## src/sv/atkd_pkg.sv

```systemverilog
// Shared types, constants and helpers for the Atkinson dither block.
package atkd_pkg;

   localparam int MAX_WIDTH   = 4096;
   localparam int COL_W       = $clog2(MAX_WIDTH);
   localparam int WIDTH_CFG_W = 13;
   localparam int ROW_W       = 16;
   localparam int PIX_W       = 8;
   localparam int ERR_W       = 5;
   localparam int CSR_DATA_W  = 16;

   localparam logic [PIX_W-1:0] PIX_WHITE = 8'hFF;
   localparam logic [PIX_W-1:0] PIX_BLACK = 8'h00;

   // Reset values of the image size registers
   localparam logic [WIDTH_CFG_W-1:0] WIDTH_RESET  = 13'd640;
   localparam logic [ROW_W-1:0]       HEIGHT_RESET = 16'd480;

   typedef enum logic {
      REG_IMAGE_WIDTH  = 1'b0,
      REG_IMAGE_HEIGHT = 1'b1
   } csr_index_type;

   // Position of one pixel and the edge flags derived from it
   typedef struct packed {
      logic [COL_W-1:0] col;
      logic             x_ge1;
      logic             x_ge2;
      logic             y_ge1;
      logic             y_ge2;
      logic             last_col;
      logic             last_img;
   } pos_type;

   // One line-store entry: errors of the row above and two rows above
   typedef struct packed {
      logic signed [ERR_W-1:0] above;
      logic signed [ERR_W-1:0] two_above;
   } line_entry_type;

   // Add a signed error to a pixel, clamped to 0..255
   function automatic logic [PIX_W-1:0] sat_add(input logic [PIX_W-1:0] base,
                                                input logic signed [ERR_W-1:0] err);
      logic signed [PIX_W+1:0] sum;
      sum = $signed({2'b00, base}) + (PIX_W+2)'(err);
      if (sum[PIX_W+1]) begin
         return PIX_BLACK;
      end else if (sum[PIX_W]) begin
         return PIX_WHITE;
      end else begin
         return sum[PIX_W-1:0];
      end
   endfunction

endpackage

```

## src/sv/atkd_pos.sv

```systemverilog
// Raster position counters and image edge flags.
module atkd_pos (
   input  logic                             clock,
   input  logic                             reset,
   input  logic                             accept,
   input  logic [atkd_pkg::WIDTH_CFG_W-1:0] image_width,
   input  logic [atkd_pkg::ROW_W-1:0]       image_height,
   output atkd_pkg::pos_type                pos
);
   import atkd_pkg::*;

   logic [COL_W-1:0]       col_ff, col_in;
   logic [ROW_W-1:0]       row_ff, row_in;
   logic [WIDTH_CFG_W-1:0] width_eff;
   logic [ROW_W-1:0]       height_eff;
   logic                   last_col;
   logic                   last_row;

   // Zero acts as one, width saturates at the line-store depth
   always_comb begin
      if (image_width == '0) begin
         width_eff = WIDTH_CFG_W'(1);
      end else if (image_width > WIDTH_CFG_W'(MAX_WIDTH)) begin
         width_eff = WIDTH_CFG_W'(MAX_WIDTH);
      end else begin
         width_eff = image_width;
      end
      height_eff = (image_height == '0) ? ROW_W'(1) : image_height;
   end

   // A column or row at or past the limit ends the row or image
   assign last_col = ({1'b0, col_ff} + (COL_W+1)'(1)) >= (COL_W+1)'(width_eff);
   assign last_row = ({1'b0, row_ff} + (ROW_W+1)'(1)) >= {1'b0, height_eff};

   always_comb begin
      pos.col      = col_ff;
      pos.x_ge1    = |col_ff;
      pos.x_ge2    = |col_ff[COL_W-1:1];
      pos.y_ge1    = |row_ff;
      pos.y_ge2    = |row_ff[ROW_W-1:1];
      pos.last_col = last_col;
      pos.last_img = last_col & last_row;
   end

   // Advance on each accepted request
   always_comb begin
      col_in = col_ff;
      row_in = row_ff;
      if (accept) begin
         if (last_col) begin
            col_in = '0;
            row_in = last_row ? '0 : row_ff + ROW_W'(1);
         end else begin
            col_in = col_ff + COL_W'(1);
         end
      end
   end

   always_ff @(posedge clock) begin
      if (reset) begin
         col_ff <= '0;
         row_ff <= '0;
      end else begin
         col_ff <= col_in;
         row_ff <= row_in;
      end
   end

endmodule

```

## config.mk

```make
export PLATFORM = sky130hd
export DESIGN_NAME = atkd_pos
export DESIGN_NICKNAME = d
export VERILOG_FILES = /design/src/sv/atkd_pkg.sv /design/src/sv/atkd_pos.sv
export SDC_FILE = /design/constraint.sdc
export NUM_CORES = 1
export LEC_CHECK = 0
export BUFFER_PORTS_ARGS = -buffer_cell sky130_fd_sc_hd__clkbuf_2
export CORE_MARGIN = 3
export CORE_UTILIZATION = 40
export DETAILED_ROUTE_END_ITERATION = 7
export PLACE_DENSITY = 0.71
export REMOVE_ABC_BUFFERS = 1
export SETUP_SLACK_MARGIN = 0.4
export SYNTH_ARGS = -nofsm -noshare
export SYNTH_HDL_FRONTEND = slang
export SYNTH_SLANG_ARGS = --single-unit
```

## constraint.sdc

```tcl
create_clock -name clock -period 7.55 [get_ports clock]
set_clock_uncertainty 0.15 [all_clocks]
set_input_delay 0.755 -clock clock [delete_from_list [all_inputs] [get_ports clock]]
set_output_delay 0.755 -clock clock [all_outputs]
set_load 0.05 [all_outputs]
```

======== Word-level counts from Yosys, hierarchy flattened ========
Cells that the tools add are included.
storage, ports and cells
  flip-flop bits (word level) ............. 28
  logic and storage cells ................. 22
  input bits .............................. 32
cells by class
  $add $sub $neg .......................... 4
  reductions and logical operators ........ 7
  $lt $le $gt $ge ......................... 3
  bitwise gates (word level) .............. 1
  muxes and demuxes ....................... 5
operators with widths
  operator                                               count
  2-to-1 mux 16 bit                                      2
  2-to-1 mux 13 bit                                      2
  adder 16 x 1 -> 17 bit, second input constant          1
  >= comparator 17 x 16 -> 1 bit                         1
  adder 16 x 1 -> 16 bit, second input constant          1
  zero test 16 bit                                       1
  OR reduction 16 bit                                    1
  OR reduction 15 bit                                    1
  adder 12 x 1 -> 13 bit, second input constant          1
  >= comparator 13 bit                                   1
  greater-than comparator 13 bit, second input constant  1
  zero test 13 bit                                       1
  adder 12 x 1 -> 12 bit, second input constant          1
  2-to-1 mux 12 bit                                      1
  OR reduction 12 bit                                    1
  OR reduction 11 bit                                    1
  AND reduction 2 bit                                    1
  bitwise AND 1 bit                                      1

======== Depth between registers and ports, before layout ========
  depth in word-level cells ............... 5
  depth in mapped cells ................... 15

======== Worst setup path before layout ========
No wires, ideal clock.
  kind .................................... register -> output
  start ................................... register col_ff[0]
  end ..................................... output port pos[0] in the netlist's numbering
  arrival time ............................ 3.811 ns
  buffers on the path ..................... 1
  required time ........................... 6.645 ns
  cell stages (with the launch flop) ...... 12
  slack ................................... 2.834 ns
  cell sequence ........................... dfxtp_1 > ha_1 > nand2_1 > nor4_1 > and3_1 > xor2_1 > ha_1 > nand4_1 > a311oi_1 > nor2_1 > buf_2 > nor2_1
RTL lines
  item                      line            source
  start: declaration        atkd_pos.sv:12  logic [COL_W-1:0] col_ff, col_in;
  start signal: assignment  atkd_pos.sv:64  col_ff <= col_in;
  end: declaration          atkd_pos.sv:8   output atkd_pkg::pos_type pos

==> results_dict.tcl <==
set metrics [dict create \
    design_area_sq_mm 0.002955 \
    slew_viol_final 0 \
    cp.required_ns 6.64 \
    cts.path.max_buffers 2 \
    critPathLaunchType "flip-flop" \
    hold_start "row_ff[9]" \
    core_sq_mm 0.006459 \
    layoutNonFillerInstCount 461 \
    wire_per_inst_um 14.87 \
    diodes 0 \
    worstReg2RegStart "row_ff[0]" \
    crit_type "flip-flop to primary output" \
    tritoncts "built" \
    cp_num_buf_inv 1 \
    worst_slew_pin_slew_ns 1.141 \
    postRouteAntennaNets 0 \
    dp_hpwl_mm 5.366 \
    cts_root_buffer "clkbuf_8" \
    slew_headroom 0.2339 \
    power_density_mw_per_mm2 101.2 \
    finalWeightedCongestion 0.9680 \
    cts_num_sinks 28 \
    io_pins 50 \
    hold_viol_final 0 \
    endpoint_kind "primary output" \
    maxCapViolCount 0 \
    ys_seq_elements 28 \
    ff2ff_setup_slack_ns 3.18 \
    routed_wl_mm 6.856 \
    utilization 0.4576 \
    cts_setup_buffers 0 \
    detailed_place.area_sq_mm 0.002914 \
    grt_pass1_vias 2444 \
    path_max_fanout 18 \
    vias 2667 \
    hold-worst-slack_ns 0.3736 \
    place_inst 458 \
    port_buffers 49 \
    critical_path.slowest_cell "nor4_1" \
    final_common_cell "clkbuf_2" \
    cts_resized 0 \
    drc 0 \
    rsz0062_at_grt "no" \
    final_nets 451 \
    antenna_found_initial 0 \
    fin_crit_sh 0.7137 \
    drive_above_1_share 0.1667 \
    die-area_sq_mm 0.007762 \
    grt_use_total 0.1806 \
    grt_overflow 0 \
    max_clock_freq_mhz 185.6 \
    r2r-end "row_ff[4]" \
    cts_buffers 3 \
    whs_path_depth 2 \
    syn-instance-count 351 \
    worst_ep_arrival_time_ns 4.48 \
    syn_to_final_growth_pct 9.605 \
    die_w_um 88.10 \
    p_leak_nw 1.380 \
    r2r_cells 12 \
    first_pass_iters 4 \
    yosysSeqAreaShare 0.2079 \
    clkTransAtPathRegs_ns 0.10 \
    hold_class "flip-flop to flip-flop" \
    htree_levels 1 \
    synthArstFlopShare 0 \
    crit_chain "ha_1 > nand3_2 > nor4_1 > and3_1 > xor2_1 > ha_1 > a21o_1 > a21o_1 > or3_1 > nor3_4 > nor2_1 > clkbuf_2" \
    mostFrequentLayoutCells "clkbuf_2, nand2_1, ha_1, a21oi_1, dfxtp_1" \
    ir_drop_mv 0.06970 \
    yosys_warnings 0 \
    row_count 29 \
    clk_latency_ns 0.28 \
    finalSetupTns_ns 0 \
    fp.dieH_um 88.10 \
    synth_cell_type_count 49 \
    syn_area_sq_mm 0.002696 \
    status "complete, no violations" \
    cp_slowest_stage_delay_ns 0.64 \
    via_per_inst 5.785 \
    whs_endpoint "row_ff[9]" \
    cp_top_family "simple AND/OR/NAND/NOR gates" \
    period_minus_slack_ns 5.389 \
    drtIter0Drc 254 \
    grt_pass1_wl_mm 11.24 \
    start_util 0.4175 \
    syn_area_per_cell_sq_um 7.682 \
    setup-violations-final 0 \
    synth_flop_cell "dfxtp_1" \
    grt_start_max_net_pins 33 \
    hold_buffers 0 \
    synth_edf_count 0 \
]
-- cell families (layout without fill, tap and decap cells) --
family	count (synthesis)	count (layout)	share of synthesized area
AO/OA/AOI/OAI	64	64	0.1480
XOR/XNOR	27	27	0.09049
adder cells (fa/ha/maj)	33	33	0.1531
buffers and inverters	44	77	0.08074
flip-flops	28	28	0.2079
AND/OR/NAND/NOR	155	155	0.3197
-- state kept, by name, indices dropped and copies added, names as in the netlist --
name / count
row_ff: 16
col_ff: 12
-- worst reg2reg max path: stages, from the launching register on --
cell     delay, ns
dfxtp_1       0.43
ha_1          0.28
nand3_2       0.18
nor4_1        0.64
and3_1        0.31
xor2_1        0.19
ha_1          0.27
a21o_1        0.18
a21o_1        0.18
or3_1         0.49
nor3_4        0.63
nand3_1       0.16
a31oi_1       0.21
-- metrics by stage --
step           total power, mW  worst slack (ns)
3_5_place_dp            0.2181             2.602
3_3_place_gp            0.2169             2.709
5_1_grt                 0.3122             1.983
6_report                0.2990             2.161
2_1_floorplan           0.1945             2.834
4_1_cts                 0.2992             2.271
-- Yosys cell counts, types with 2 or more instances --
master | n | area [sq um]
nand3_1 | 24 | 120.1
nand4b_1 | 9 | 78.83
and3_1 | 5 | 31.28
buf_2 | 4 | 20.02
o21a_1 | 3 | 22.52
o211a_1 | 2 | 20.02
a21oi_2 | 2 | 17.52
clkbuf_1 | 7 | 26.28
xnor2_1 | 10 | 87.58
nor4_1 | 18 | 112.6
a21oi_1 | 30 | 150.1
nand4_1 | 17 | 106.4
nand3_2 | 2 | 20.02
or3_1 | 4 | 25.02
o31ai_1 | 2 | 15.01
clkbuf_8 | 2 | 27.53
nor2b_1 | 3 | 18.77
a21o_1 | 3 | 22.52
nand2_1 | 37 | 138.9
inv_1 | 24 | 90.09
nor2_1 | 15 | 56.30
a31oi_1 | 5 | 31.28
o21ai_0 | 9 | 45.04
or4_1 | 2 | 15.01
ha_1 | 33 | 412.9
buf_6 | 3 | 33.78
dfxtp_1 | 28 | 560.5
nor3_4 | 2 | 32.53
nor3_1 | 11 | 55.05
xor2_1 | 16 | 140.1
-- final cells by class --
type / count / area (sq um)
Clock buffer: 3 / 41.29
Fill cell: 650 / 3503
Inverter: 25 / 93.84
Multi-Input combinational cell: 279 / 1918
Sequential cell: 28 / 560.5
Tap cell: 77 / 96.34
Timing Repair Buffer: 49 / 245.2
-- worst max path at each step --
| stage | startpoint | end | slack (ns) | cells after the start |
|---|---|---|---|---|
| after detailed placement | row_ff[0] | pos[0] | 2.60 | 12 |
| after global placement | row_ff[0] | pos[0] | 2.71 | 12 |
| after CTS | row_ff[0] | pos[0] | 2.27 | 12 |
| after global routing | row_ff[0] | pos[0] | 1.98 | 12 |
| after floorplan | col_ff[0] | pos[0] | 2.83 | 10 |
| final | row_ff[0] | pos[0] | 2.16 | 12 |
-- per-layer routing --
layer	track usage	routed length (um)
met5	0	0
met4	0.05632	96
met3	0.02352	278
met2	0.2966	3276
met1	0.2462	3204
-- power by group --
group / leakage [nW] / internal (mW) / switching [mW] / total, mW
combinational: 1.13 / 0.0222 / 0.0404 / 0.0626
sequential: 0.226 / 0.149 / 0.00299 / 0.152
clock: 0.0216 / 0.0360 / 0.0482 / 0.0842
Power figures use the tool's default switching activity.
