==> config.mk <==
export PLATFORM = sky130hd
export DESIGN_NAME = atkd_diffuse
export DESIGN_NICKNAME = d
export VERILOG_FILES = /design/src/sv/atkd_pkg.sv /design/src/sv/atkd_diffuse.sv
export SDC_FILE = /design/constraint.sdc
export NUM_CORES = 1
export LEC_CHECK = 0
export BUFFER_PORTS_ARGS = -buffer_cell sky130_fd_sc_hd__buf_2
export CELL_PAD_IN_SITES_DETAIL_PLACEMENT = 0
export CELL_PAD_IN_SITES_GLOBAL_PLACEMENT = 1
export CORE_ASPECT_RATIO = 1.5
export CORE_MARGIN = 5
export CORE_UTILIZATION = 46
export DETAILED_ROUTE_END_ITERATION = 8
export GPL_ROUTABILITY_DRIVEN = 1
export GPL_TIMING_DRIVEN = 0
export PLACE_DENSITY_LB_ADDON = 0.1
export SLEW_MARGIN = 20
export SYNTH_ARGS = -nofsm -noshare
export SYNTH_HDL_FRONTEND = slang
export SYNTH_SLANG_ARGS = --single-unit
==> constraint.sdc <==
create_clock -name vclk -period 60.6
set_input_delay 12.12 -clock vclk [all_inputs]
set_output_delay 12.12 -clock vclk [all_outputs]
set_load 0.02 [all_outputs]
==> src/sv/atkd_pkg.sv <==
// Shared types, constants and helpers for the Atkinson dither block.
package atkd_pkg;

   localparam int MAX_WIDTH   = 4096;
   localparam int COL_W       = $clog2(MAX_WIDTH);
   localparam int WIDTH_CFG_W = 13;
   localparam int ROW_W       = 16;
   localparam int PIX_W       = 8;
   localparam int ERR_W       = 5;
   localparam int CSR_DATA_W  = 16;

   localparam logic [PIX_W-1:0] PIX_WHITE = 8'hFF;
   localparam logic [PIX_W-1:0] PIX_BLACK = 8'h00;

   // Reset values of the image size registers
   localparam logic [WIDTH_CFG_W-1:0] WIDTH_RESET  = 13'd640;
   localparam logic [ROW_W-1:0]       HEIGHT_RESET = 16'd480;

   typedef enum logic {
      REG_IMAGE_WIDTH  = 1'b0,
      REG_IMAGE_HEIGHT = 1'b1
   } csr_index_type;

   // Position of one pixel and the edge flags derived from it
   typedef struct packed {
      logic [COL_W-1:0] col;
      logic             x_ge1;
      logic             x_ge2;
      logic             y_ge1;
      logic             y_ge2;
      logic             last_col;
      logic             last_img;
   } pos_type;

   // One line-store entry: errors of the row above and two rows above
   typedef struct packed {
      logic signed [ERR_W-1:0] above;
      logic signed [ERR_W-1:0] two_above;
   } line_entry_type;

   // Add a signed error to a pixel, clamped to 0..255
   function automatic logic [PIX_W-1:0] sat_add(input logic [PIX_W-1:0] base,
                                                input logic signed [ERR_W-1:0] err);
      logic signed [PIX_W+1:0] sum;
      sum = $signed({2'b00, base}) + (PIX_W+2)'(err);
      if (sum[PIX_W+1]) begin
         return PIX_BLACK;
      end else if (sum[PIX_W]) begin
         return PIX_WHITE;
      end else begin
         return sum[PIX_W-1:0];
      end
   endfunction

endpackage

==> src/sv/atkd_diffuse.sv <==
// Error gathering, threshold and new error for one pixel.
module atkd_diffuse (
   input  logic [atkd_pkg::PIX_W-1:0]        pixel_in,
   input  atkd_pkg::pos_type                 pos,
   input  logic signed [atkd_pkg::ERR_W-1:0] err_two_above,
   input  logic signed [atkd_pkg::ERR_W-1:0] err_above_left,
   input  logic signed [atkd_pkg::ERR_W-1:0] err_above,
   input  logic signed [atkd_pkg::ERR_W-1:0] err_above_right,
   input  logic signed [atkd_pkg::ERR_W-1:0] err_left_two,
   input  logic signed [atkd_pkg::ERR_W-1:0] err_left_one,
   output logic [atkd_pkg::PIX_W-1:0]        pixel_out,
   output logic signed [atkd_pkg::ERR_W-1:0] err_out
);
   import atkd_pkg::*;

   logic [PIX_W-1:0]      adj;
   logic [PIX_W-1:0]      quant;
   logic signed [PIX_W:0] diff;
   logic signed [PIX_W:0] diff_shr;

   // Errors join in the order their source pixels were processed
   always_comb begin
      adj = pixel_in;
      if (pos.y_ge2) begin
         adj = sat_add(adj, err_two_above);
      end
      if (pos.y_ge1) begin
         if (pos.x_ge1) begin
            adj = sat_add(adj, err_above_left);
         end
         adj = sat_add(adj, err_above);
         if (!pos.last_col) begin
            adj = sat_add(adj, err_above_right);
         end
      end
      if (pos.x_ge2) begin
         adj = sat_add(adj, err_left_two);
      end
      if (pos.x_ge1) begin
         adj = sat_add(adj, err_left_one);
      end
   end

   // Threshold at mid-gray; error is an eighth of the residue, floored
   always_comb begin
      quant    = adj[PIX_W-1] ? PIX_WHITE : PIX_BLACK;
      diff     = $signed({1'b0, adj}) - $signed({1'b0, quant});
      diff_shr = diff >>> 3;
   end

   assign pixel_out = quant;
   assign err_out   = diff_shr[ERR_W-1:0];

endmodule

Word level (Yosys, flattened, before mapping)
Index checks and enable logic that the tools add are counted.

storage, ports and cells
  memories kept = 0
  latch bits = 0
  register bits = 0
  RAM bits = 0
  bits in read-only memories = 0
  input port bits = 56
  logic and storage cells = 28
  output and inout bits = 13

operators by class
  equality and inequality tests = 0
  bitwise logic cells = 0
  reduce and logical (&&, ||, !) cells = 0
  mux-type cells = 21
  shift operators = 0
  magnitude comparators = 0
  $add $sub $neg = 7
  multiply operators = 0
  divide/modulo/power cells = 0

operators with widths
  kind                                     number
  8-bit 2-to-1 mux                         21
  9-bit by 5-bit adder with 10-bit output  6
  8-bit subtractor                         1

Longest topological paths before layout
Gate-level depths: netlist of run 1.

  word-level depth = 28
  gate-level depth with buffers = 65
  depth with buffers taken out = 65

Worst setup path before layout of run 1
Ideal clock, no wire load.

  path kind = in2out
  start point = in pixel_in[0] (netlist name)
  end point = out err_out[2] (netlist name)
  path slack = 23994 ps
  data required time = 48480 ps
  stages = 63
  path buffers = 1
  arrival time = 24486 ps
  cells stage by stage = ha_1 -> fa_1 -> a211oi_1 -> o21bai_1 -> a21oi_2 -> or4b_1 -> o2111ai_2 -> inv_1 -> ha_1 -> inv_1 -> fa_1 -> nor2b_1 -> o21ai_0 -> nand2b_1 -> a21o_1 -> a21o_1 -> a21o_1 -> a21oi_1 -> [... 27 more ...] -> o211ai_1 -> a21boi_0 -> inv_1 -> ha_1 -> a211oi_1 -> nor2_1 -> a2bb2oi_1 -> nor2_1 -> o311ai_0 -> a21oi_1 -> nor4_4 -> ha_1 -> a21oi_1 -> or2b_1 -> a2111o_1 -> o211ai_1 -> nand2_1 -> xor2_1

on the way
  word-level cells in the longest chain between the ends = 28

ends and longest elaborated chain
  element                                  line                RTL
  from (decl)                              atkd_diffuse.sv:3   input logic [atkd_pkg::PIX_W-1:0] pixel_in,
  9-bit by 5-bit adder with 10-bit output  atkd_pkg.sv:45      sum = $signed({2'b00, base}) + (PIX_W+2)'(err);
  8-bit 2-to-1 mux                         atkd_pkg.sv:48      end else if (sum[PIX_W]) begin
  8-bit 2-to-1 mux                         atkd_pkg.sv:46      if (sum[PIX_W+1]) begin
  8-bit 2-to-1 mux (*)                     atkd_diffuse.sv:24  if (pos.y_ge2) begin
  9-bit by 5-bit adder with 10-bit output  atkd_pkg.sv:45
  8-bit 2-to-1 mux                         atkd_pkg.sv:48
  8-bit 2-to-1 mux                         atkd_pkg.sv:46
  8-bit 2-to-1 mux                         atkd_diffuse.sv:28  if (pos.x_ge1) begin
  [... 12 more ...]                        -
  8-bit 2-to-1 mux                         atkd_pkg.sv:46
  8-bit 2-to-1 mux (*)                     atkd_diffuse.sv:36  if (pos.x_ge2) begin
  9-bit by 5-bit adder with 10-bit output  atkd_pkg.sv:45
  8-bit 2-to-1 mux                         atkd_pkg.sv:48
  8-bit 2-to-1 mux                         atkd_pkg.sv:46
  8-bit 2-to-1 mux (*)                     atkd_diffuse.sv:39  if (pos.x_ge1) begin
  8-bit 2-to-1 mux                         atkd_diffuse.sv:46  quant = adj[PIX_W-1] ? PIX_WHITE : PIX_BLACK;
  8-bit subtractor (*)                     atkd_diffuse.sv:47  diff = $signed({1'b0, adj}) - $signed({1'b0, quant});
  to (decl)                                atkd_diffuse.sv:12  output logic signed [atkd_pkg::ERR_W-1:0] err_out

Mark *: on every way between the ends. The rest lies on a longest branch, timed or not. The select of a mux whose other input is x is not followed.

Worst setup path in the final report of run 1
  start point = in pixel_in[0] (netlist name)
  end point = out err_out[4] (netlist name)

The elaborated chain is that of the path after synthesis.

==> results of run 1 <==
==> worst max-delay path, delay by kind of cell <==
kind	cells	cell delay (ns)
and+or+nand+nor	10	2.26
buffers and inverters	6	0.92
xor gates and xnor gates	3	0.56
adders and majority gates	10	3.23
AOI/OAI and AO/OA	34	7.93
==> final timing paths <==
kind,startpoint,to,depth (start not counted)
max,pixel_in[0],err_out[4],63
min,err_left_one[0],err_out[0],9
==> layout make-up <==
type                       count  area (um^2)  area share, %
buffer                        13         97.6           2.48
inverter                      33          124           3.15
multi-input combinational    428         3300           84.0
tap                          102          128           3.25
timing repair buffer          56          280           7.13
==> synth_stat cells, drive strengths merged, types with 2 or more instances <==
cell and count:
a2111o 2, a211o 4, a211oi 11, a21boi 3, a21o 19, a21oi 39, a2bb2oi 5, a311oi 2
a31oi 5, and3 3, buf 9, clkbuf 4, fa 6, ha 62, inv 33, mux2i 2
nand2 31, nand2b 5, nand3 12, nand4 2, nor2 48, nor2b 5, nor3 5, nor4 3
o2111a 2, o2111ai 3, o211a 2, o211ai 11, o21a 11, o21ai 24, o21ba 3, o21bai 9
o221ai 2, o22ai 8, o2bb2ai 11, o311ai 3, or2 4, or3 2, or4b 2, xnor2 26
xor2 15
==> metal layers <==
| layer | GRT usage (%) | vias up | part of all wire, % |
|---|---|---|---|
| met5 | 0 | - | 0 |
| met4 | 2.25 | 0 | 1.1 |
| met3 | 0.766 | 8 | 2.1 |
| met2 | 43.6 | 49 | 56 |
| met1 | 22.2 | 1639 | 40 |
| li1 | - | 1892 | - |
==> logic make-up after synthesis <==
kind of cell / after synthesis / share of synthesized area (%)
compound gates: 189 / 39.3
xor+xnor: 41 / 10.4
fa+ha+maj: 68 / 25.4
buf+inv: 46 / 6.29
mux: 2 / 0.568
simple gates: 128 / 18.0
==> through the flow <==
step           utilization (%)  power [uW]  area [um^2]
5_1_grt                   52.0         148         3930
3_5_place_dp              52.0         133         3930
2_1_floorplan                -         103         3520
3_3_place_gp              52.0         131         3930
4_1_cts                   52.0         134         3930
6_report                  52.0         133         3930
==> power by group <==
group / leakage (uW) / internal, uW / total [uW] / switching (uW)
clock network: 0 / 0 / 0 / 0
logic: 0.00193 / 56.0 / 133 / 77.3
registers: 0 / 0 / 0 / 0
==> summary.txt, run 1 <==
Floorplan
  • Die Ht: 117 um
  • Die area: 9550 um^2
  • DIE WIDTH: 81.5 um
  • Core area: 7560 um^2
  • Row count: 39
  • Top Ports: 69
  • Starting Density: 46.6%

Yosys
  • Net count after synthesis: 598
  • Top cells by area, synth: ha_1 (22%), xnor2_1 (6.2%), nor2_1 (5.1%)
  • Synthesized instance count: 474
  • Register area share after synthesis: 0%
  • Share of the synthesized area in the top cell type: 22.0%
  • Post-Synthesis Cell Area: 3520 um^2
  • Syn Area/Cell: 7.43 um^2
  • Synthesis Warnings: 0
  • Area leader, netlist: ha_1
  • Distinct cell type count after synthesis: 74

Placed design
  • Gpl congestion: 0.880
  • Post-Place Worst Slack: 21.62 ns
  • Placed insts: 632
  • Dpl hpwl: 8520 um
  • Input/output buffers: 56

CTS
  • Buffers inserted by post-CTS timing repair: 0
  • Post-CTS sizing: 0
  • Hold Buf Count CTS: 0

STA
  • Slew Limit Headroom: 58.2%
  • Worst Tran Pin Value: 0.620 ns
  • Setup TNS Final: 0 ns
  • Pins Over Slew Limit: 0
  • RSZ-0062 raised after global routing: false
  • Fmax: 25.6 MHz
  • Tcrit/Tclk final: 64.6%
  • # setup viols final: 0
  • Worst hold margin: 25.16 ns
  • Hold violation count in the final report: 0
  • Final worst slack: 21.47 ns
  • Tmin final: 39.13 ns

Final layout
  • FFs & Latches: 0
  • Reg area: 0 um^2
  • Area growth syn-to-layout: 11.6%
  • Final cell count without fillers: 632
  • Fillers: 794
  • Commonest non-fill, non-tap cells in the layout: ha_1 (62), buf_2 (58), nor2_1 (48)
  • Layout cells sized above 1: 17.2%
  • Fin nets: 656
  • Clkbuf count: 0
  • Commonest non-fill, non-tap cell in the layout: ha_1
  • # diodes: 0

Routing
  • Final wirelength: 9750 um
  • DR iter-0 viols: 85
  • DRC Markers: 0
  • Routed length per placed instance: 15.4 um
  • Pre-antenna DRT Iters: 4
  • DR vias: 3588
  • DR vias/cell: 5.68
  • ANT nets after route: 0

Setup path
  • Worst Path Arrival: 27.01 ns
  • Startpoint Class: primary input
  • CP max stage delay: 0.55 ns
  • Type of the worst setup path: in -> out
  • Max FO, Critical Path: 10
  • Required time of the worst setup path: 48.48 ns
  • CP most frequent cell: a21oi_1
  • Slowest library cell on the worst path: nor4_4
  • CP endpoint kind: output pin

Global routing
  • GRT Total Usage: 20.6%
  • Largest net degree at the start of global routing: 12
  • First-pass GRT wire length: 15900 um
  • Gr ovfl total: 0
  • Antenna violations before repair: 0
  • Vias in the first global route: 3566

Status
  • Status: complete, no violations

Power
  • VDD IR max: 0.0237 mV
  • Leakage: 0.00193 uW
  • PD cells: 33.9 nW/um^2

Flow run
  • Max-cap violations: 0

Worst hold path
  • Worst Hold Class: in -> out
No activity file was read; power rests on OpenSTA's default activity.
==> run 2, diff against run 1 <==
--- a/config.mk
+++ b/config.mk
@@ -10,7 +10,7 @@
 export CELL_PAD_IN_SITES_GLOBAL_PLACEMENT = 1
 export CORE_ASPECT_RATIO = 1.5
 export CORE_MARGIN = 5
-export CORE_UTILIZATION = 46
+export CORE_UTILIZATION = 43
 export DETAILED_ROUTE_END_ITERATION = 8
 export GPL_ROUTABILITY_DRIVEN = 1
 export GPL_TIMING_DRIVEN = 0
==> constraint.sdc (replaced) <==
create_clock -name vclk -period 39.6
set_input_delay 7.92 -clock vclk [all_inputs]
set_output_delay 7.92 -clock vclk [all_outputs]
set_load 0.02 [all_outputs]
==> run 2 against run 1 <==
Compared with the run above:
- clock-buffer cell count unchanged
- critical path depth unchanged
- first-iteration DRC count decreased by 3.5%
- global-route usage decreased by 2.2 points
- critical path type unchanged
- power increased by 53%
- utilization decreased by 2.8 points
- cell count increased by 0.47%
- flip-flop and latch count unchanged
- worst setup slack got worse by 12 ns
- routed wire length increased by 0.57%
==> summary.txt, run 2 (synthesis results as in run 1) <==
Flow run
  • Max-cap violations: 0 (unchanged)

Final layout
  • Commonest non-fill, non-tap cells in the layout: ha_1 (62), buf_2 (58), nor2_1 (48)
  • Layout cells sized above 1: 17.2% (unchanged)
  • FFs & Latches: 0 (unchanged)
  • # diodes: 0 (unchanged)
  • Reg area: 0 um^2 (unchanged)
  • Multi-input gate area: 3300 um^2 (unchanged)
  • Commonest non-fill, non-tap cell in the layout: ha_1
  • Fin nets: 656 (unchanged)
  • Area growth syn-to-layout: 11.7% (about the same)
  • Clkbuf count: 0 (unchanged)
  • Fillers: 852 (+7.3%)

Routing
  • Final wirelength: 9810 um (+0.57%)
  • Routed length per placed instance: 15.4 um (about the same)
  • Pre-antenna DRT Iters: 4 (unchanged)
  • ANT nets after route: 0 (unchanged)
  • DR vias/cell: 5.76 (+1.4%)
  • DR vias: 3656 (+1.9%)
  • DR iter-0 viols: 82 (-3.5%)
  • DRC Markers: 0 (unchanged)

Setup path
  • Type of the worst setup path: in -> out
  • CP Depth: 63 (unchanged)
  • Cell family with most CP delay: compound AO/OA/AOI/OAI gates
  • CP endpoint kind: output pin
  • Worst path bufs/invs: 6 (unchanged)
  • Slowest library cell on the worst path: nor4_4
  • CP most frequent cell: a21oi_1
  • Worst Path Arrival: 22.71 ns (-4.30 ns)
  • Worst setup endpoint: err_out[3]
  • Required time of the worst setup path: 31.68 ns (-16.80 ns)
  • Setup crit start: pixel_in[0]
  • CP max stage delay: 0.54 ns (about the same)
  • Startpoint Class: primary input
  • Max FO, Critical Path: 10 (unchanged)

Floorplan
  • Starting Density: 44.0% (-2.6 points)
  • Die Ht: 121 um (+3.1%)
  • Core area: 8010 um^2 (+5.9%)
  • Die area: 10100 um^2 (+6.2%)
  • Top Ports: 69 (unchanged)
  • DIE WIDTH: 83.9 um (+3.0%)
  • Row count: 40 (+2.6%)

STA
  • Tcrit/Tclk final: 77.4%
  • Setup TNS Final: 0 ns (unchanged)
  • Pins Over Slew Limit: 0 (unchanged)
  • # setup viols final: 0 (unchanged)
  • Worst hold margin: 16.76 ns (-8.40 ns)
  • Fmax: 32.6 MHz
  • Hold violation count in the final report: 0 (unchanged)
  • RSZ-0062 raised after global routing: false
  • Worst Tran Pin Value: 0.620 ns (+0.0000607 ns)
  • Slew Limit Headroom: 58.4% (+0.14 points)
  • Tmin final: 30.63 ns

Power
  • Total power: 204 uW (+53%)
  • Leakage: 0.00193 uW (unchanged)
  • Sequential Power Share: 0% (unchanged)
  • VDD IR max: 0.0316 mV (+33%)
  • PD cells: 51.8 nW/um^2 (+53%)
  • Comb pwr share: 100.0% (about the same)
  • Switching fraction of total power: 58.0% (about the same)
  • Clk network pwr share: 0% (unchanged)
  • Sw power: 118 uW (+53%)
  • P_int: 85.6 uW (+53%)

Status
  • Status: complete, no violations

CTS
  • Buffers inserted by post-CTS timing repair: 0 (unchanged)
  • Post-CTS sizing: 0 (unchanged)
  • Hold Buf Count CTS: 0 (unchanged)

Global routing
  • Gr ovfl total: 0 (unchanged)
  • GRT Total Usage: 18.4% (-2.2 points)
  • Largest net degree at the start of global routing: 12 (unchanged)
  • First-pass GRT wire length: 15800 um (-0.48%)
  • Antenna violations before repair: 0 (unchanged)
  • Vias in the first global route: 3485 (-2.3%)

Placed design
  • Input/output buffers: 56 (unchanged)
  • Dpl hpwl: 8580 um (+0.64%)
  • Gpl congestion: 0.877 (-0.28%)

Worst hold path
  • Worst Hold Class: in -> out
[run 2: cell counts in the layout (fill, tap and decap cells not counted)]
No cell type changed its count.
[run 2: worst min-delay path by stage]
stage / end / slack [ns] / start / cells after the start
2_1_floorplan: err_out[4] / 16.39 / pos[4] / 5
3_3_place_gp: err_out[0] / 16.76 / err_left_one[0] / 9
3_5_place_dp: err_out[0] / 16.76 / err_left_one[0] / 9
4_1_cts: err_out[0] / 16.76 / err_left_one[0] / 9
5_1_grt: err_out[0] / 16.80 / err_left_one[0] / 9
6_report: err_out[0] / 16.76 / err_left_one[0] / 9
[run 2: layout make-up]
| class | count | area share, % |
|---|---|---|
| inverters | 33 | 3.15 |
| multi-input cells | 428 | 83.9 |
| plain buffers | 13 | 2.48 |
| repair buffers | 56 | 7.12 |
| well taps | 105 | 3.34 |
[run 2: through the flow]
| stage | setup WS (ns) | std cells | cell area, um^2 | util, % |
|---|---|---|---|---|
| 5_1_grt | 7.89 | 635 | 3940 | 49.1 |
| 4_1_cts | 8.92 | 635 | 3940 | 49.1 |
| 2_1_floorplan | 11.39 | 474 | 3520 | - |
| 3_5_place_dp | 8.96 | 635 | 3940 | 49.1 |
| 3_3_place_gp | 9.15 | 635 | 3940 | 49.1 |
| 6_report | 8.97 | 635 | 3940 | 49.1 |
[run 2: routing by layer]
layer	global-route usage, %	wire length, um
met3	0.815	263
met1	20.0	3970
met4	2.01	128
met2	39.1	5450
met5	0	0
[run 2: power groups by stage]
stage	registers (uW)	clock network, uW	logic, uW
floorplan	0	0	158
global placement	0	0	202
detailed placement	0	0	204
CTS	0	0	205
global route	0	0	225
finish	0	0	204
==> run 3, diff against run 2 <==
--- a/config.mk
+++ b/config.mk
@@ -5,12 +5,13 @@
 export SDC_FILE = /design/constraint.sdc
 export NUM_CORES = 1
 export LEC_CHECK = 0
+export ABC_AREA = 1
 export BUFFER_PORTS_ARGS = -buffer_cell sky130_fd_sc_hd__buf_2
 export CELL_PAD_IN_SITES_DETAIL_PLACEMENT = 0
 export CELL_PAD_IN_SITES_GLOBAL_PLACEMENT = 1
 export CORE_ASPECT_RATIO = 1.5
 export CORE_MARGIN = 5
-export CORE_UTILIZATION = 43
+export CORE_UTILIZATION = 41
 export DETAILED_ROUTE_END_ITERATION = 8
 export GPL_ROUTABILITY_DRIVEN = 1
 export GPL_TIMING_DRIVEN = 0
==> constraint.sdc (replaced) <==
create_clock -name vclk -period 30.7
set_input_delay 6.14 -clock vclk [all_inputs]
set_output_delay 6.14 -clock vclk [all_outputs]
set_load 0.02 [all_outputs]
==> run 3 against run 2 <==
Compared with the run above:
- global-route usage is 0.35 points lower
- first-iteration DRC count is 61% higher
- routed wire length is 2.2% higher
- clock-buffer cell count stayed put
- flip-flop and latch count stayed put
- utilization is 2.2 points lower
- hold slack worse by 3.8 ns
- sequential share of layout area stayed put
- largest power group unchanged
==> summary.txt, run 3 <==
Status
  • Status: complete, no violations

STA
  • Slew Limit Headroom: 60.4% (+2.0 points)
  • Worst hold margin: 12.95 ns (-3.81 ns)
  • Setup TNS Final: 0 ns (unchanged)
  • RSZ-0062 raised after global routing: false
  • Tcrit/Tclk final: 78.1%
  • # setup viols final: 0 (unchanged)
  • Tmin final: 23.98 ns
  • Fmax: 41.7 MHz
  • Pins Over Slew Limit: 0 (unchanged)
  • Worst Tran Pin Value: 0.588 ns (-0.0323 ns)
  • Hold violation count in the final report: 0 (unchanged)

Power
  • Switching fraction of total power: 62.5% (+4.5 points)
  • Sequential Power Share: 0% (unchanged)
  • Total power: 212 uW (+4.1%)
  • PD cells: 50.9 nW/um^2 (-1.8%)
  • Sw power: 133 uW (+12%)
  • P_int: 79.5 uW (-7.1%)
  • VDD IR max: 0.0390 mV (+23%)
  • Comb pwr share: 100.0% (about the same)
  • Leakage: 0.00245 uW (+27%)
  • Clk network pwr share: 0% (unchanged)

Routing
  • Pre-antenna DRT Iters: 4 (unchanged)
  • DR vias: 3983 (+8.9%)
  • Met3 WL: 287 um (+9.1%)
  • Top layer in use: met4
  • ANT nets after route: 0 (unchanged)
  • DR iter-0 viols: 132 (+61%)
  • DRC Markers: 0 (unchanged)
  • Final wirelength: 10000 um (+2.2%)
  • Met1 Wirelength: 4230 um (+6.6%)
  • DR vias/cell: 4.95 (-14%)
  • Routed length per placed instance: 12.4 um (-19%)
  • DR WL met2: 5250 um (-3.8%)

Setup path
  • Max FO, Critical Path: 10 (unchanged)
  • CP endpoint kind: output pin
  • Slowest library cell on the worst path: fa_1
  • CP most frequent cell: nand2_1
  • Worst Path Arrival: 17.84 ns (-4.87 ns)
  • Type of the worst setup path: in -> out
  • Required time of the worst setup path: 24.56 ns (-7.12 ns)
  • CP max stage delay: 0.44 ns (-0.10 ns)
  • Startpoint Class: primary input

Yosys
  • Synthesized instance count: 641 (+35%)
  • Share of the synthesized area in the top cell type: 20.6% (-1.4 points)
  • Net count after synthesis: 765 (+28%)
  • Register area share after synthesis: 0% (unchanged)
  • Syn Area/Cell: 5.87 um^2 (-21%)
  • Top cells by area, synth: ha_1 (21%), nand2_1 (18%), inv_1 (11%)
  • Area leader, netlist: ha_1
  • Distinct cell type count after synthesis: 43 (-42%)
  • Post-synth top cells: nand2_1 (179), inv_1 (110), ha_1 (62)
  • Synthesis Warnings: 0 (unchanged)
  • Most common cell in the netlist: nand2_1
  • Post-Synthesis Cell Area: 3760 um^2 (+6.8%)

Floorplan
  • Die Ht: 127 um (+5.4%)
  • Starting Density: 42.4% (-1.6 points)
  • DIE WIDTH: 88.2 um (+5.1%)
  • Core area: 8880 um^2 (+11%)
  • Die area: 11200 um^2 (+11%)
  • Top Ports: 69 (unchanged)
  • Row count: 42 (+5.0%)

Final layout
  • Layout cells sized above 1: 19.0% (+1.8 points)
  • Fillers: 1018 (+19%)
  • # diodes: 0 (unchanged)
  • Multi-input gate area: 3240 um^2 (-1.8%)
  • FFs & Latches: 0 (unchanged)
  • Clkbuf count: 0 (unchanged)
  • Commonest non-fill, non-tap cell in the layout: nand2_1
  • Reg area: 0 um^2 (unchanged)
  • Commonest non-fill, non-tap cells in the layout: nand2_1 (179), inv_1 (110), ha_1 (62)
  • Fin nets: 821 (+25%)
  • Area growth syn-to-layout: 10.8%

Global routing
  • Gr ovfl total: 0 (unchanged)
  • Antenna violations before repair: 0 (unchanged)
  • GRT Total Usage: 18.0% (-0.35 points)
  • Largest net degree at the start of global routing: 11 (-1)
  • Vias in the first global route: 3959 (+14%)
  • First-pass GRT wire length: 17000 um (+7.4%)

Placed design
  • Dpl hpwl: 9110 um (+6.2%)
  • Input/output buffers: 54 (-3.6%)
  • Gpl congestion: 0.895 (+2.0%)

Worst hold path
  • Worst Hold Class: in -> out

CTS
  • Post-CTS sizing: 0 (unchanged)
  • Buffers inserted by post-CTS timing repair: 0 (unchanged)
  • Hold Buf Count CTS: 0 (unchanged)

Flow run
  • Max-cap violations: 0 (unchanged)
==> run 3: cell types whose count changed after synthesis, moves of 15 or more <==
cell / delta
nand2_1: +148
inv_1: +77
nor2_1: -26
nand3_1: +21
nand2_2: +19
xnor2_1: -17
a21o_1: -15
==> run 3: power groups by stage <==
| stage | registers [uW] | logic [uW] | clock network, uW |
|---|---|---|---|
| 6_report | 0 | 212 | 0 |
| 5_1_grt | 0 | 243 | 0 |
| 2_1_floorplan | 0 | 164 | 0 |
| 3_3_place_gp | 0 | 211 | 0 |
| 3_5_place_dp | 0 | 214 | 0 |
| 4_1_cts | 0 | 215 | 0 |
==> run 3: metal layers <==
| layer | vias up | GRT usage [%] |
|---|---|---|
| li1 | 2178 | - |
| met1 | 1731 | 21.3 |
| met2 | 60 | 35.0 |
| met3 | 14 | 0.515 |
| met4 | 0 | 3.83 |
| met5 | - | 0 |
==> run 3: final timing paths <==
path | startpoint | to | slack [ns] | depth (start not counted)
worst max-delay path | pixel_in[0] | err_out[4] | 6.72 | 77
worst min-delay path | pos[5] | pixel_out[0] | 12.95 | 5
==> run 3: per-stage QoR <==
stage | cell area, um^2 | worst slack [ns] | std cells | util, %
floorplan | 3760 | 8.60 | 641 | -
global placement | 4170 | 6.80 | 805 | 47.0
detailed placement | 4170 | 6.71 | 805 | 47.0
CTS | 4170 | 6.67 | 805 | 47.0
global route | 4170 | 5.44 | 805 | 47.0
finish | 4170 | 6.72 | 805 | 47.0
==> run 3: cell families (layout without fill, tap and decap cells) <==
group / count (synthesis) / in the layout / share of synthesized area [%]
AOI/OAI and AO/OA: 123 / 123 / 19.7
and+or+nand+nor: 294 / 294 / 36.6
adders and majority gates: 68 / 68 / 23.8
xor gates and xnor gates: 26 / 26 / 6.05
buffers and inverters: 130 / 184 / 13.9
==> run 3: area by class of cell <==
class                      count  area share [%]
tap                          110            3.30
inverter                     118            10.7
timing repair buffer          54            6.48
multi-input combinational    511            77.7
buffer                        12            1.83
==> run 3: critical path: cells and delay by family <==
kind | cells | cell delay, ns
compound gates | 19 | 3.29
xor+xnor | 3 | 0.68
fa+ha+maj | 9 | 3.05
buf+inv | 13 | 1.50
simple gates | 33 | 3.15
